### src/rtl/hes_pkg.sv
// ----------------------------------------------------------------------------
// hes_pkg
// Shared types, constants and Hamming SEC functions for the ECC word store.
// ----------------------------------------------------------------------------
package hes_pkg;

	localparam int IDX_W           = 10;
	localparam int DATA_W          = 64;
	localparam int POS_W           = 7;
	localparam int SYN_W           = 7;
	localparam int PAR_MAX         = 7;
	localparam int CW_MAX          = 71;
	localparam int DEPTH_CMP_W     = 17;
	localparam int DEF_DATA_BITS   = 64;
	localparam int DEF_STORE_DEPTH = 1024;
	localparam int DEF_QUEUE_DEPTH = 2;

	typedef enum logic {
		REQ_WRITE = 1'b0,
		REQ_READ  = 1'b1
	} req_kind_t;

	// what the back end does with a queued beat
	typedef enum logic [1:0] {
		OP_WRITE,
		OP_READ,
		OP_SKIP
	} op_t;

	typedef struct packed {
		req_kind_t          req_type;
		logic [IDX_W-1:0]   word_index;
		logic [DATA_W-1:0]  write_data;
		logic               inject_enable;
		logic [POS_W-1:0]   inject_position;
	} req_item_t;

	typedef struct packed {
		logic [DATA_W-1:0]  read_data;
		logic               found;
		logic [SYN_W-1:0]   syndrome;
		logic               syndrome_out_of_range;
	} rsp_item_t;

	function automatic int parity_count(input int data_bits);
		int r;
		r = 0;
		for (int k = 0; k < PAR_MAX + 1; k++) begin
			if ((1 << r) < data_bits + r + 1) begin
				r++;
			end
		end
		return r;
	endfunction

	function automatic int mem_depth(input int store_depth);
		return (store_depth < (1 << IDX_W)) ? store_depth : (1 << IDX_W);
	endfunction

	function automatic int addr_width(input int depth);
		return (depth > 1) ? $clog2(depth) : 1;
	endfunction

	function automatic bit is_pow2(input int p);
		return (p != 0) && ((p & (p - 1)) == 0);
	endfunction

	// data bits fill the non power-of-two positions, then parity is set
	function automatic logic [CW_MAX-1:0] hamming_encode(input logic [DATA_W-1:0] data,
		input int data_bits);
		logic [CW_MAX-1:0] cw;
		logic              p;
		int                j;
		int                n;
		cw = '0;
		j  = 0;
		n  = data_bits + parity_count(data_bits);
		for (int pos = 1; pos <= CW_MAX; pos++) begin
			if (!is_pow2(pos)) begin
				if (j < data_bits) begin
					cw[pos-1] = data[j];
				end
				j++;
			end
		end
		for (int k = 0; k < PAR_MAX; k++) begin
			p = 1'b0;
			for (int pos = 1; pos <= CW_MAX; pos++) begin
				if ((((pos >> k) & 1) == 1) && !is_pow2(pos)) begin
					p = p ^ cw[pos-1];
				end
			end
			if ((1 << k) <= n) begin
				cw[(1 << k) - 1] = p;
			end
		end
		return cw;
	endfunction

	function automatic logic [SYN_W-1:0] hamming_syndrome(input logic [CW_MAX-1:0] cw);
		logic [SYN_W-1:0] syn;
		syn = '0;
		for (int pos = 1; pos <= CW_MAX; pos++) begin
			if (cw[pos-1]) begin
				syn = syn ^ SYN_W'(pos);
			end
		end
		return syn;
	endfunction

	function automatic logic [DATA_W-1:0] hamming_extract(input logic [CW_MAX-1:0] cw,
		input int data_bits);
		logic [DATA_W-1:0] data;
		int                j;
		data = '0;
		j    = 0;
		for (int pos = 1; pos <= CW_MAX; pos++) begin
			if (!is_pow2(pos)) begin
				if (j < data_bits) begin
					data[j] = cw[pos-1];
				end
				j++;
			end
		end
		return data;
	endfunction

endpackage

### src/rtl/hes_queue.sv
// ----------------------------------------------------------------------------
// hes_queue
// Short FIFO between the front end and the back end.
// ----------------------------------------------------------------------------
module hes_queue import hes_pkg::*; #(
	parameter int WIDTH = 8,
	parameter int DEPTH = DEF_QUEUE_DEPTH
) (
	input  logic             clk,
	input  logic             arst_n,
	input  logic             push,
	input  logic [WIDTH-1:0] push_data,
	output logic             full,
	output logic             pop_valid,
	input  logic             pop,
	output logic [WIDTH-1:0] pop_data
);

	localparam int PTR_W = (DEPTH > 1) ? $clog2(DEPTH) : 1;
	localparam int CNT_W = $clog2(DEPTH + 1);

	logic [WIDTH-1:0] slot_q [DEPTH];
	logic [PTR_W-1:0] wr_ptr_q;
	logic [PTR_W-1:0] rd_ptr_q;
	logic [CNT_W-1:0] count_q;
	logic             do_push;
	logic             do_pop;

	assign full      = count_q == CNT_W'(DEPTH);
	assign pop_valid = count_q != '0;
	assign pop_data  = slot_q[rd_ptr_q];
	assign do_push   = push && !full;
	assign do_pop    = pop && pop_valid;

	always_ff @(posedge clk) begin
		if (do_push) begin
			slot_q[wr_ptr_q] <= push_data;
		end
	end

	always_ff @(posedge clk or negedge arst_n) begin
		if (!arst_n) begin
			wr_ptr_q <= '0;
			rd_ptr_q <= '0;
			count_q  <= '0;
		end else begin
			if (do_push) begin
				wr_ptr_q <= (wr_ptr_q == PTR_W'(DEPTH - 1)) ? '0 : wr_ptr_q + 1'b1;
			end
			if (do_pop) begin
				rd_ptr_q <= (rd_ptr_q == PTR_W'(DEPTH - 1)) ? '0 : rd_ptr_q + 1'b1;
			end
			if (do_push && !do_pop) begin
				count_q <= count_q + 1'b1;
			end else if (do_pop && !do_push) begin
				count_q <= count_q - 1'b1;
			end
		end
	end

endmodule

### config.mk
export PLATFORM = sky130hd
export DESIGN_NAME = hes_queue
export DESIGN_NICKNAME = d
export VERILOG_FILES = /design/src/rtl/hes_pkg.sv /design/src/rtl/hes_queue.sv
export SDC_FILE = /design/constraint.sdc
export NUM_CORES = 1
export LEC_CHECK = 0
export ABC_CLOCK_PERIOD_IN_PS = 1700
export BUFFER_PORTS_ARGS = -buffer_cell sky130_fd_sc_hd__buf_2
export CAP_MARGIN = 10
export CORE_MARGIN = 3
export CORE_UTILIZATION = 48
export CTS_CLUSTER_SIZE = 14
export DETAILED_ROUTE_END_ITERATION = 12
export MAX_ROUTING_LAYER = met4
export PLACE_DENSITY_LB_ADDON = 0.05
export SYNTH_ARGS = -nofsm -noshare
export SYNTH_HDL_FRONTEND = slang
export SYNTH_SLANG_ARGS = --single-unit
### constraint.sdc
create_clock -name clk -period 1.7 [get_ports clk]
set_input_delay 0.255 -clock clk [delete_from_list [all_inputs] [get_ports clk]]
set_output_delay 0.255 -clock clk [all_outputs]
set_load 0.005 [all_outputs]
== Word level (Yosys, flattened, before mapping) ==
Memory sizes are Yosys's and may differ from the RTL's.
Cells that the tools add are included.
Storage, ports and cells
  latch bits: 0
  memories: 1
  bits in writable memories: 16
  output and inout bits: 10
  bits in read-only memories: 0
  bits of input ports: 12
  flip-flop bits (word level): 4
Memory list
  slot_q: depth 2, width 8, rd ports 1, clocked after memory_dff 0, wr ports 1, line hes_queue.sv:22  | logic [WIDTH-1:0] slot_q [DEPTH];
Cells by class
  divide/modulo/power cells: 0
  bitwise gates (word level): 0
  multiply operators: 0
  reductions and logical operators: 9
  shift operators: 0
  multiplexer cells: 6
  order comparisons: 0
  equality and inequality tests: 1
  add/subtract/negate cells: 4
Operators by type and width (count)
  logical AND 1 bit: 4
  two-way mux 1 bit: 4
  two-way mux 2 bit: 2
  nonzero test 2 bit: 2
  logical NOT 1 bit: 3
  adder 1 bit (second input constant): 2
  adder 2 x 1 -> 2 bit (second input constant): 1
  == test 2 bit (second input constant): 1
  subtractor 2 x 1 -> 2 bit (second input constant): 1

== Longest topological paths before layout ==
  depth in word-level cells: 7
  depth in mapped cells: 7
  depth with buffers taken out: 7

== Least setup slack after synthesis ==
OpenSTA, ideal clock, no wires.
  path type: register to register
  start: reg count_q[0]
  end: mem slot_q[0][0] (enable)
  arrival: 0.986 ns
  stages on the path, launching flop included: 4
  setup slack: 0.344 ns
  buffers on the path: 0
  required time: 1.330 ns
  period minus slack after synthesis: 1.356 ns
  path through: dfrtp_1 > nand2b_1 > nand2_2 > nor2_1
Between the ends
  cells in the longest elaborated chain, start to end: 5
Ends and longest elaborated chain
  from (decl): line hes_queue.sv:25  | logic [CNT_W-1:0] count_q;
  from (signal assigned): line hes_queue.sv:54  | count_q <= count_q + 1'b1;
  from (signal assigned): line hes_queue.sv:56  | count_q <= count_q - 1'b1;
  == test 2 bit: line hes_queue.sv:29  | assign full = count_q == CNT_W'(DEPTH);
  logical NOT 1 bit: line hes_queue.sv:32  | assign do_push = push && !full;
  logical AND 1 bit: line hes_queue.sv:32
  two-way mux 1 bit: line hes_queue.sv:36  | if (do_push) begin
  two-way mux 1 bit (implied by the code): line hes_queue.sv:37  | slot_q[wr_ptr_q] <= push_data;
  to (decl): line hes_queue.sv:22
No other way between the ends.

== Final worst setup path ==
  start: reg rd_ptr_q
  end: out pop_data[7]
Between the ends
  cells in the longest elaborated chain, start to end: 1
Ends and longest elaborated chain
  from (decl): line hes_queue.sv:24  | logic [PTR_W-1:0] rd_ptr_q;
  from (signal assigned): line hes_queue.sv:51  | rd_ptr_q <= (rd_ptr_q == PTR_W'(DEPTH - 1)) ? '0 : rd_ptr_q + 1'b1;
  memory (2 x 8 bit)
  to (decl): line hes_queue.sv:16  | output logic [WIDTH-1:0] pop_data
No other way between the ends.

==> reports/results.tsv <==
stage	metric	value	unit
timing	fin_hold_ws	0.1528	ns
power_and_ir_drop	total_power	1.518	mW
critical_path	path_class	flop to output pin	
final_layout	drive_gt1_frac	0.4366	
final_layout	fin_nets	85	
synth	synth_top_area_frac	0.6115	
cts	ctsRootBufferMaster	clkbuf_4	
cts	clock_sinks	20	
synth	ys_ff_latch	20	
critical_path	setup.worst_path.start_class	flop	
power_and_ir_drop	clock_power_share	0.170	
power_and_ir_drop	vdd_ir_drop_max	1.077	mV
critical_path	critical_path.max_stage_delay	0.51	ns
critical_path	cp_data_arrival_time	1.26	ns
power_and_ir_drop	p_per_area	1569	nW/um^2
detailed_routing	wl_met2	534	um
cts	cts_tree	built	
critical_path	path_cells	mux2_1, buf_2	
cts	clock_latency	0.28	ns
detailed_routing	firstDrtPassIters	2	
detailed_routing	wire_per_inst	12.23	um
timing	fin_ws	0.1812	ns
timing	rsz0062_at_grt	no	
detailed_routing	drt_iter0_drc	2	
placement	finalWeightedCongestion	0.6672	
power_and_ir_drop	internal-power	1.087	mW
synth	synthesis.area	785.8	um^2
synth	yosys_warnings	0	
detailed_routing	ant_nets	0	
cts	h-tree-depth	1	
detailed_routing	drc_errors	0	
placement	port-buffer-count	21	
die	die_w	46.46	um
detailed_routing	met3_length	57	um
placement	dp_hpwl	795.3	um
timing	max_slew_margin	0.7587	
placement	post-place-ws	0.2785	ns
synth	synth_cells	44	
placement	dp_cells	81	
die	die_area	2159	um^2
die	start_util	0.5553	
critical_path	crit_path_max_fanout	9	
detailed_routing	topRoutingLayerUsed	met4	
timing	slew_violations	0	
timing	setup_viol	0	
grt	grt_max_degree	12	
timing	fin_skew	0.001933	ns
final_layout	layout_commonest_cell	buf_2	
critical_path	slowest_stage	dfrtp_2	
final_layout	layout_common_cells	buf_2 (21), edfxtp_1 (16), mux2_1 (8)	
timing	hold_viol	0	
grt	grt_first_pass_wirelength	1573	um
final_layout	diodes	0	
detailed_routing	drt-met1-wl	451	um
synth	yosys.area.top_type	edfxtp_1	
power_and_ir_drop	p_sw_frac	0.2838	
detailed_routing	viasPerCell	4.872	
timing	fin_tns_setup	0	ns
critical_path	cp_num_buf_inv	1	
critical_path	cp.required	1.44	ns
cts	cts-buffers-inserted	3	
synth	syn_avg_cell_area	17.86	um^2
timing	fin_crit_sh	0.8934	
timing	tightest_slew	0.3619	ns
synth	synth_area_leaders	edfxtp_1 (61%), dfrtp_1 (13%), mux2_1 (11%)	
die	num_io_pins	22	
grt	grt_pass1_vias	393	
final_layout	utilization	0.6835	
run_status	status	completed	
final_layout	finalNonFillerCells	86	
power_and_ir_drop	p_comb_frac	0.314	
detailed_routing	wl	1052	um
critical_path	worstSetupEndpointType	output pin	
die	floorplan.core_area	1415	um^2
synth	ys_types	14	
job	drv_cap	0	
cts	cts.path.max_buffers	2	
grt	grt_usage	0.1121	
timing	timing.fmax	658.4	MHz
die	fp-row-count	13	
synth	syn_nets	57	
worst_hold_path	min-delay-path-class	primary input to flop	
power_and_ir_drop	leakagePower	0.4080	nW
placement	postPlaceCellArea	919.6	um^2
detailed_routing	vias	419	
synth	ys_seq_area_frac	0.7389	
power_and_ir_drop	p_seq_frac	0.515	
final_layout	area_growth	23.09	%
die	die_h	46.46	um
grt	grt_overflow_total	0	
final_layout	fin_area	967.2	um^2
critical_path	crit_family	flip-flops	
timing	min_period	1.519	ns
power_and_ir_drop	p_sw	0.4308	mW
grt	antenna_found_initial	0	
cts	clk_pin_slew_worst_paths	0.10	ns
==> routing by layer <==
| layer | GRT usage | vias up |
|---|---|---|
| met3 | 0.03516 | 2 |
| met1 | 0.1179 | 193 |
| li1 | - | 213 |
| met4 | 0.05114 | 0 |
| met5 | - | - |
| met2 | 0.1896 | 11 |
==> power by group through the flow <==
stage | logic [mW] | registers, mW | clock network [mW]
2_1_floorplan | 0.350 | 0.737 | 0
3_3_place_gp | 0.480 | 0.789 | 0
3_5_place_dp | 0.486 | 0.791 | 0
4_1_cts | 0.489 | 0.781 | 0.268
5_1_grt | 0.537 | 0.798 | 0.287
6_report | 0.477 | 0.782 | 0.259
==> Yosys cell counts <==
| cell | count |
|---|---|
| dfrtp_1 | 4 |
| inv_1 | 2 |
| nor2_1 | 2 |
| and3_1 | 1 |
| nand2b_1 | 1 |
| nand2_2 | 1 |
| or2_4 | 1 |
| mux2_1 | 8 |
| xnor2_1 | 3 |
| edfxtp_1 | 16 |
| buf_2 | 1 |
| xor2_1 | 2 |
| ha_1 | 1 |
| nand2_4 | 1 |
==> cells by family (layout without fill, tap and decap cells) <==
kind of cell  after synthesis  in the layout  share of synthesized area
flops                      20             20                     0.7389
mux                         8              8                     0.1147
simple gates                7              7                    0.05894
xor+xnor                    5              5                    0.05574
buf+inv                     3             30                    0.01592
fa+ha+maj                   1              1                    0.01592
==> cell type report <==
type	count	area, um^2
sequential	20	581.8
fill	96	447.9
multi-input combinational	21	192.7
timing repair buffer	24	130.1
clock buffer	4	36.28
tap	15	18.77
inverter	2	7.507
==> registers in the layout, summed over array words and instances, names as in the netlist <==
| name | cells |
|---|---|
| wr_ptr_q | 1 |
| slot_q | 16 |
| count_q | 2 |
| rd_ptr_q | 1 |
==> final timing paths <==
path                                   startpoint                endpoint  slack, ns  depth (start not counted)
hold reg to reg              wr_ptr_q$_DFFE_PN0N_    wr_ptr_q$_DFFE_PN0N_       0.50                          1
setup / recovery             rd_ptr_q$_DFFE_PN0P_             pop_data[7]       0.18                          2
hold / removal                       push_data[0]  slot_q[1][0]$_DFFE_PP_       0.15                          1
min in group asynchronous                  arst_n  count_q[0]$_DFFE_PN0P_       0.29                          2
max in group asynchronous                  arst_n    rd_ptr_q$_DFFE_PN0P_       1.28                          2
setup reg to reg           count_q[0]$_DFFE_PN0P_  count_q[1]$_DFFE_PN0P_       0.28                          6
==> timing repair <==
| action | in CTS | in global routing |
|---|---|---|
| setup endpoints to repair | 0 | 3 |
| hold buffers | 1 | 0 |
| gates resized for setup | 0 | 1 |
| buffers inserted | 0 | 0 |
| endpoints found under the hold margin | 4 | 0 |
Power figures use the tool's default switching activity.
