### config.mk
export PLATFORM = sky130hd
export DESIGN_NAME = hes_front
export DESIGN_NICKNAME = d
export VERILOG_FILES = /design/src/rtl/hes_pkg.sv /design/src/rtl/hes_front.sv
export SDC_FILE = /design/constraint.sdc
export NUM_CORES = 1
export LEC_CHECK = 0
export BUFFER_PORTS_ARGS = -buffer_cell sky130_fd_sc_hd__buf_2
export CORE_MARGIN = 5
export CORE_UTILIZATION = 45
export DETAILED_ROUTE_END_ITERATION = 8
export PLACE_DENSITY = 0.84
export SYNTH_ARGS = -nofsm -noshare
export SYNTH_HDL_FRONTEND = slang
export SYNTH_SLANG_ARGS = --single-unit
### constraint.sdc
create_clock -name vclk -period 1.8
set_input_delay 0.09 -clock vclk [all_inputs]
set_output_delay 0.09 -clock vclk [all_outputs]
set_load 0.02 [all_outputs]
### src/rtl/hes_pkg.sv
// ----------------------------------------------------------------------------
// hes_pkg
// Shared types, constants and Hamming SEC functions for the ECC word store.
// ----------------------------------------------------------------------------
package hes_pkg;

	localparam int IDX_W           = 10;
	localparam int DATA_W          = 64;
	localparam int POS_W           = 7;
	localparam int SYN_W           = 7;
	localparam int PAR_MAX         = 7;
	localparam int CW_MAX          = 71;
	localparam int DEPTH_CMP_W     = 17;
	localparam int DEF_DATA_BITS   = 64;
	localparam int DEF_STORE_DEPTH = 1024;
	localparam int DEF_QUEUE_DEPTH = 2;

	typedef enum logic {
		REQ_WRITE = 1'b0,
		REQ_READ  = 1'b1
	} req_kind_t;

	// what the back end does with a queued beat
	typedef enum logic [1:0] {
		OP_WRITE,
		OP_READ,
		OP_SKIP
	} op_t;

	typedef struct packed {
		req_kind_t          req_type;
		logic [IDX_W-1:0]   word_index;
		logic [DATA_W-1:0]  write_data;
		logic               inject_enable;
		logic [POS_W-1:0]   inject_position;
	} req_item_t;

	typedef struct packed {
		logic [DATA_W-1:0]  read_data;
		logic               found;
		logic [SYN_W-1:0]   syndrome;
		logic               syndrome_out_of_range;
	} rsp_item_t;

	function automatic int parity_count(input int data_bits);
		int r;
		r = 0;
		for (int k = 0; k < PAR_MAX + 1; k++) begin
			if ((1 << r) < data_bits + r + 1) begin
				r++;
			end
		end
		return r;
	endfunction

	function automatic int mem_depth(input int store_depth);
		return (store_depth < (1 << IDX_W)) ? store_depth : (1 << IDX_W);
	endfunction

	function automatic int addr_width(input int depth);
		return (depth > 1) ? $clog2(depth) : 1;
	endfunction

	function automatic bit is_pow2(input int p);
		return (p != 0) && ((p & (p - 1)) == 0);
	endfunction

	// data bits fill the non power-of-two positions, then parity is set
	function automatic logic [CW_MAX-1:0] hamming_encode(input logic [DATA_W-1:0] data,
		input int data_bits);
		logic [CW_MAX-1:0] cw;
		logic              p;
		int                j;
		int                n;
		cw = '0;
		j  = 0;
		n  = data_bits + parity_count(data_bits);
		for (int pos = 1; pos <= CW_MAX; pos++) begin
			if (!is_pow2(pos)) begin
				if (j < data_bits) begin
					cw[pos-1] = data[j];
				end
				j++;
			end
		end
		for (int k = 0; k < PAR_MAX; k++) begin
			p = 1'b0;
			for (int pos = 1; pos <= CW_MAX; pos++) begin
				if ((((pos >> k) & 1) == 1) && !is_pow2(pos)) begin
					p = p ^ cw[pos-1];
				end
			end
			if ((1 << k) <= n) begin
				cw[(1 << k) - 1] = p;
			end
		end
		return cw;
	endfunction

	function automatic logic [SYN_W-1:0] hamming_syndrome(input logic [CW_MAX-1:0] cw);
		logic [SYN_W-1:0] syn;
		syn = '0;
		for (int pos = 1; pos <= CW_MAX; pos++) begin
			if (cw[pos-1]) begin
				syn = syn ^ SYN_W'(pos);
			end
		end
		return syn;
	endfunction

	function automatic logic [DATA_W-1:0] hamming_extract(input logic [CW_MAX-1:0] cw,
		input int data_bits);
		logic [DATA_W-1:0] data;
		int                j;
		data = '0;
		j    = 0;
		for (int pos = 1; pos <= CW_MAX; pos++) begin
			if (!is_pow2(pos)) begin
				if (j < data_bits) begin
					data[j] = cw[pos-1];
				end
				j++;
			end
		end
		return data;
	endfunction

endpackage

### src/rtl/hes_front.sv
// ----------------------------------------------------------------------------
// hes_front
// Accepts request beats, classifies them and encodes write data into a
// Hamming codeword with optional single-bit injection.
// ----------------------------------------------------------------------------
module hes_front import hes_pkg::*; #(
	parameter int DATA_BITS   = DEF_DATA_BITS,
	parameter int STORE_DEPTH = DEF_STORE_DEPTH,
	parameter int ADDR_W      = addr_width(mem_depth(DEF_STORE_DEPTH)),
	parameter int CW_W        = DEF_DATA_BITS + parity_count(DEF_DATA_BITS),
	parameter int ENTRY_W     = $bits(op_t) + ADDR_W + CW_W
) (
	input  logic               req_valid,
	output logic               req_stall,
	input  req_item_t          req,
	input  logic               clearing,
	input  logic               q_full,
	output logic               push,
	output logic [ENTRY_W-1:0] push_entry
);

	typedef struct packed {
		op_t               op;
		logic [ADDR_W-1:0] addr;
		logic [CW_W-1:0]   cw;
	} entry_t;

	entry_t            entry;
	logic [CW_MAX-1:0] cw_full;
	logic [CW_MAX-1:0] flip;
	logic              in_range;

	always_comb begin
		flip = '0;
		for (int b = 0; b < CW_MAX; b++) begin
			flip[b] = (req.inject_position == POS_W'(b)) && (b < CW_W);
		end
		cw_full = hamming_encode(req.write_data, DATA_BITS);
		if (req.inject_enable) begin
			cw_full = cw_full ^ flip;
		end
		in_range = DEPTH_CMP_W'(req.word_index) < DEPTH_CMP_W'(STORE_DEPTH);
		if (!in_range) begin
			entry.op = OP_SKIP;
		end else if (req.req_type == REQ_WRITE) begin
			entry.op = OP_WRITE;
		end else begin
			entry.op = OP_READ;
		end
		entry.addr = req.word_index[ADDR_W-1:0];
		entry.cw   = cw_full[CW_W-1:0];
	end

	assign req_stall  = clearing || q_full;
	assign push       = req_valid && !req_stall;
	assign push_entry = entry;

endmodule

Word level (Yosys, flattened, before mapping)

Index checks and enable logic that the tools add are counted.

Output and inout port bits: 85
Word-level logic and storage cells: 275
Bits in registers: 0
Input port bits: 86

Mux-type cells: 2
Reductions and logical operators: 4
Eq/ne operators: 70
Bitwise logic cells: 199

Operators by type and width:

| kind                 | count |
|---|---|
| $eq A7 B6 Y1 const B | 32 |
| $xor A1 B1 Y1        | 198 |
| $eq A7 B5 Y1 const B | 16 |
| $mux W71             | 1 |
| $xor A71 B71 Y71     | 1 |
| $eq A7 B4 Y1 const B | 8 |
| $eq A7 B7 Y1 const B | 7 |
| $eq A7 B3 Y1 const B | 4 |
| $eq A7 B2 Y1 const B | 2 |
| $eq A7 B1 Y1 const B | 1 |
| $logic_not A7 Y1     | 1 |
| $logic_and A1 B1 Y1  | 1 |
| $logic_not A1 Y1     | 1 |
| $logic_or A1 B1 Y1   | 1 |
| $mux W1              | 1 |

Logic depth before layout (Yosys ltp)

Gate-level depths: netlist (run 1).

Depth after elaboration: 36
Gate-level depth with buffers: 6
Mapped depth without buffers: 4

Least setup slack after synthesis (run 1)

OpenSTA, ideal clock, no wires.

Kind: input -> output
From: input req[5] in the netlist's numbering
To: output push_entry[31]
Cell stages on the path: 6
Data required time: 1,710 ps
Buffers on the path: 2
Path slack: 194 ps
Arrival: 1,516 ps
Cells stage by stage: buf_2 > or3b_1 > clkbuf_2 > nor3_2 > xnor3_1 > xnor3_1

Word-level cells in the longest chain between the ends: 3

Ends and longest elaborated chain:

| element          | line            | RTL |
|---|---|---|
| from (decl)      | hes_front.sv:15 | `input req_item_t req,` |
| $eq A7 B5 Y1     | hes_front.sv:36 | `flip[b] = (req.inject_position == POS_W'(b)) && (b < CW_W);` |
| $xor A71 B71 Y71 | hes_front.sv:40 | `cw_full = cw_full ^ flip;` |
| $mux W71         | hes_front.sv:39 | `if (req.inject_enable) begin` |
| to (decl)        | hes_front.sv:19 | `output logic [ENTRY_W-1:0] push_entry` |

No other way between the ends.

Worst setup path in the final report (run 1)

From: input req[34] in the netlist's numbering
To: output push_entry[0]

Word-level cells in the longest chain between the ends: 22

Ends and longest elaborated chain:

| element                         | line            | RTL |
|---|---|---|
| $xor A1 B1 Y1 (*) (20 in a row) | hes_pkg.sv:90   | `p = p ^ cw[pos-1];` |
| $xor A71 B71 Y71                | hes_front.sv:40 |  |
| $mux W71 (*)                    | hes_front.sv:39 |  |

Every way passes the cells marked *; elsewhere a longest branch is shown, timed or not.

==> metrics, run 1 <==
Worst Hold Path Cells=0; sequential share of the synthesized area=0%; synthesis-to-layout area growth=44.2%; period utilisation layout=98.5%; most common cell after layout, fill and taps aside=buf_2; Crit Path Max Fanout=2; hold path endpoint=push_entry[77]; total grt overflow=0; setup violators final=0; minimum clock period=1.77 ns; filler instances=525; die area=7530 um^2; Worst Hold Class=primary input to output port; final WL=9910 um; RD Place Congestion=0.984; Post-Syn Area=2650 um^2; Synth cell types=34; MaxCap Viol Count=0; Total Routing Usage GR=24.8%; first-pass GRT wire length=14400 um; vias in the first global route=2844; Die Width=86.8 um; Post-Syn Nets=387; Vias=2803; Leak=1.96 nW; FF+latch area=0 um^2; CP Cell Sequence=buf_2, xnor3_2, xnor3_1, xnor3_1, xor3_1, buf_2; commonest non-fill, non-tap cells in the layout=buf_2, xnor2_1, buf_4; Synth Instances=301; initial core utilization=45.6%; status=finished clean; initial antenna violation count=0; fraction of layout cells with a size suffix above 1=46.5%; Setup Crit Path Kind=primary input to output port; DR vias/cell=5.11; Die Ht=86.8 um; seq_cells=0; per-cell routed wire length=18.1 um; drt initial violations=191; Crit path buffers/inverters=2; CP Data Required Time=1.71 ns; CP top delay family=XOR/XNOR gates; Synth Warn #=0; Pwr Density=677 nW/um^2; GR Util met3=3.04%; Peak supply drop=1.07 mV; slowest CP cell=xnor3_2; crit path capture type=output port; Detail Placement HPWL=8470 um; final hold vios=0; crit path from=req[34]; Min-Delay Startpoint=req[78]; total power=2.59 mW; core outline area=5820 um^2; Residual DRC=0; largest net degree at the start of global routing=11; met2 GRT Util=45.5%; Hold WS=0.180 ns; IO Pins=171; syn_area_per_cell=8.81 um^2; met1 Usage GRT=31.0%; fin. max-slew vios=0; critical path's largest stage delay=0.46 ns; Arr. time, crit path=1.68 ns; nets@finish=561; FMAX=564 MHz; RSZ-0062 raised after global routing=yes; # port buffers=148; gr busiest metal=met2; count of clock buffers in the final design=0; row cnt=28; crit start category=primary input; Antenna Nets Post-Route=0; DR pass1 iterations=4; n_diodes=0
==> where the power goes <==
group	leakage (nW)	internal (mW)	switching, mW
Clock	0	0	0
Combinational	1.96	1.41	1.18
Sequential	0	0	0
==> Yosys cell counts (2+ instances only) <==
| library cell | number | area share (%) |
|---|---|---|
| nand3_1 | 12 | 2.3 |
| and2_1 | 7 | 1.7 |
| xor2_1 | 33 | 11 |
| nor2_1 | 30 | 4.2 |
| buf_4 | 13 | 3.7 |
| buf_2 | 3 | 0.57 |
| and3b_1 | 5 | 1.7 |
| nand2_1 | 41 | 5.8 |
| and3_1 | 2 | 0.47 |
| xor3_1 | 4 | 3.6 |
| nor2b_1 | 2 | 0.47 |
| nor3b_1 | 2 | 0.57 |
| xnor2_1 | 93 | 31 |
| xnor2_2 | 6 | 3.7 |
| xnor3_1 | 27 | 23 |
| clkbuf_1 | 3 | 0.42 |
==> stage by stage <==
step                      cells  setup TNS [ns]  setup WS (ns)  utilization, %  cell area [um^2]
after floorplan             301               0          0.194               -              2650
after global placement      546               0        0.00589            63.1              3670
after detailed placement    546         -0.0952        -0.0411            63.1              3670
after CTS                   546         -0.0124        -0.0124            63.5              3690
after global routing        548         -0.0343        -0.0155            65.8              3830
final                       548               0         0.0268            65.8              3830
==> layout make-up <==
cell class	instances	area (um^2)	area share, %
Tap cell	75	93.8	2.45
Multi-Input combinational cell	279	2630	68.8
Inverter	1	3.75	0.0981
Timing Repair Buffer	193	1100	28.7
==> metal layers <==
| layer | wire length, um | part of all wire, % |
|---|---|---|
| met1 | 3800 | 38 |
| met5 | 0 | 0 |
| met2 | 5170 | 52 |
| met3 | 842 | 8.5 |
| met4 | 104 | 1.0 |
==> repair_timing <==
action,CTS,global route
hold endpoints to repair,0,0
resized for setup,5,19
setup endpoints to repair,4,6
buffers inserted,0,3
pin swaps,3,10
hold buffers,0,0
==> kinds of logic (layout without fill, tap and decap cells) <==
family        after synthesis  count (layout)  share of synthesized area [%]
other cells                 1               1                          0.141
buf+inv                    22             194                           5.42
xor+xnor                  164             164                           72.7
simple gates              114             114                           21.7
==> worst max path at each step <==
stage | end | slack (ns) | cells past startpoint
3_3_place_gp | push_entry[15] | 0.006 | 6
6_report | push_entry[0] | 0.03 | 6
2_1_floorplan | push_entry[31] | 0.19 | 6
3_5_place_dp | push_entry[0] | -0.04 | 6
4_1_cts | push_entry[3] | -0.01 | 6
5_1_grt | push_entry[31] | -0.02 | 7
Power figures use the tool's default switching activity.
==> run 2, diff against run 1 <==
--- a/config.mk
+++ b/config.mk
@@ -6,6 +6,7 @@
 export NUM_CORES = 1
 export LEC_CHECK = 0
 export BUFFER_PORTS_ARGS = -buffer_cell sky130_fd_sc_hd__buf_2
+export CORE_ASPECT_RATIO = 1.5
 export CORE_MARGIN = 5
 export CORE_UTILIZATION = 45
 export DETAILED_ROUTE_END_ITERATION = 8
==> metrics, run 2 (synthesis results as in run 1) <==
final hold vios=0 (unchanged); DR vias/cell=5.15 (+0.70%); initial antenna violation count=0 (unchanged); FMAX=566 MHz (+0.30%); count of clock buffers in the final design=0 (unchanged); final core utilization=67.2% (+1.4 points); setup violators final=0 (unchanged); drt initial violations=92 (-52%); period utilisation layout=98.2% (-0.30 points); seq_cells=0 (unchanged); vias in the first global route=2908 (+2.3%); Leak=2.00 nW (+2.0%); die area=7560 um^2 (+0.42%); Die Ht=104 um (+20%); internal power=1.48 mW (+5.6%); fraction of layout cells with a size suffix above 1=48.1% (+1.6 points); Antenna Nets Post-Route=0 (unchanged); Setup Crit Path Kind=primary input to output port; fin. max-slew vios=0 (unchanged); status=finished clean; minimum clock period=1.77 ns (-0.00534 ns); Total Routing Usage GR=25.3% (+0.45 points); initial core utilization=45.8% (+0.24 points); sequential share of power=0% (unchanged); CP endpoint=push_entry[15]; Detail Placement HPWL=8670 um (+2.4%); Peak supply drop=0.883 mV (-17%); RD Place Congestion=0.897 (-8.8%); total power=2.69 mW (+4.1%); Pwr Density=693 nW/um^2 (+2.4%); crit path capture type=output port; first-pass GRT wire length=14800 um (+3.3%); core outline area=5790 um^2 (-0.52%); synthesis-to-layout area growth=46.7%; crit start category=primary input; largest net degree at the start of global routing=11 (unchanged); DR pass1 iterations=4 (unchanged); crit path from=req[23]; per-cell routed wire length=18.7 um (+3.4%); Crit Path Max Fanout=2 (unchanged); Worst Hold Class=primary input to output port; Comb power frac=100.0% (about the same); CP Data Required Time=1.71 ns (about the same); Arr. time, crit path=1.68 ns (about the same); nets@finish=560 (-0.18%); row cnt=34 (+21%); Vias=2802 (-0.036%); most common cell after layout, fill and taps aside=buf_2; commonest non-fill, non-tap cells in the layout=buf_2, xnor2_1, buf_4; n_diodes=0 (unchanged); Hold WS=0.180 ns (-0.00000100 ns); Residual DRC=0 (unchanged); Sw Pwr=1.21 mW (+2.3%); Die Width=72.7 um (-16%); # port buffers=148 (unchanged); MaxCap Viol Count=0 (unchanged); Clock power frac=0% (unchanged); IO Pins=171 (unchanged); Net Sw Frac=44.9% (-0.79 points); FF+latch area=0 um^2 (unchanged); total grt overflow=0 (unchanged); RSZ-0062 raised after global routing=yes; final WL=10200 um (+2.6%); Hold-fix buffers, CTS=0 (unchanged)
## run 2: worst min-delay path by stage
stage	start	end	slack (ns)	cells after the start
after detailed placement	req[76]	push_entry[75]	0.18	0
after global placement	req[76]	push_entry[75]	0.18	0
after global routing	req[75]	push_entry[74]	0.18	0
after floorplan	req[72]	push_entry[71]	0.29	1
after CTS	req[76]	push_entry[75]	0.18	0
final	req[72]	push_entry[71]	0.18	0
## run 2: critical path: stages
cell,delay [ns]
buf_2,0.12
xnor2_1,0.25
xnor2_2,0.17
xnor3_1,0.47
xnor3_2,0.42
buf_6,0.15
## run 2: routing by layer
layer	track usage (%)	vias to the layer above	share of wire, %
met5	0	-	0
met4	8.97	0	4.5
met3	2.61	32	7.2
met2	49.5	141	56
met1	26.2	1331	32
li1	-	1298	-
## run 2: metrics by stage
stage | std cells | instance area [um^2] | setup slack [ns] | TNS [ns]
after global placement | 535 | 3610 | -0.106 | -0.106
final | 544 | 3890 | 0.0321 | 0
after CTS | 538 | 3710 | -0.0723 | -0.0758
after global routing | 544 | 3890 | -0.0292 | -0.0609
after detailed placement | 535 | 3610 | -0.125 | -0.126
after floorplan | 301 | 2650 | 0.194 | 0
## run 2: power by group through the flow
| stage | Sequential (mW) | Clock [mW] | Combinational [mW] |
|---|---|---|---|
| 2_1_floorplan | 0 | 0 | 1.71 |
| 3_3_place_gp | 0 | 0 | 2.38 |
| 3_5_place_dp | 0 | 0 | 2.40 |
| 4_1_cts | 0 | 0 | 2.52 |
| 5_1_grt | 0 | 0 | 2.82 |
| 6_report | 0 | 0 | 2.69 |
## run 2: cell type report
type,count,area [um^2]
multi-input cells,279,2680
well taps,72,90.1
fillers,514,1900
repair buffers,192,1120
inverters,1,3.75
## run 2: repair_timing
action,in CTS,in global routing
pin swaps,11,12
endpoints found under the setup margin,4,6
resized for setup,15,27
buffers inserted,3,6
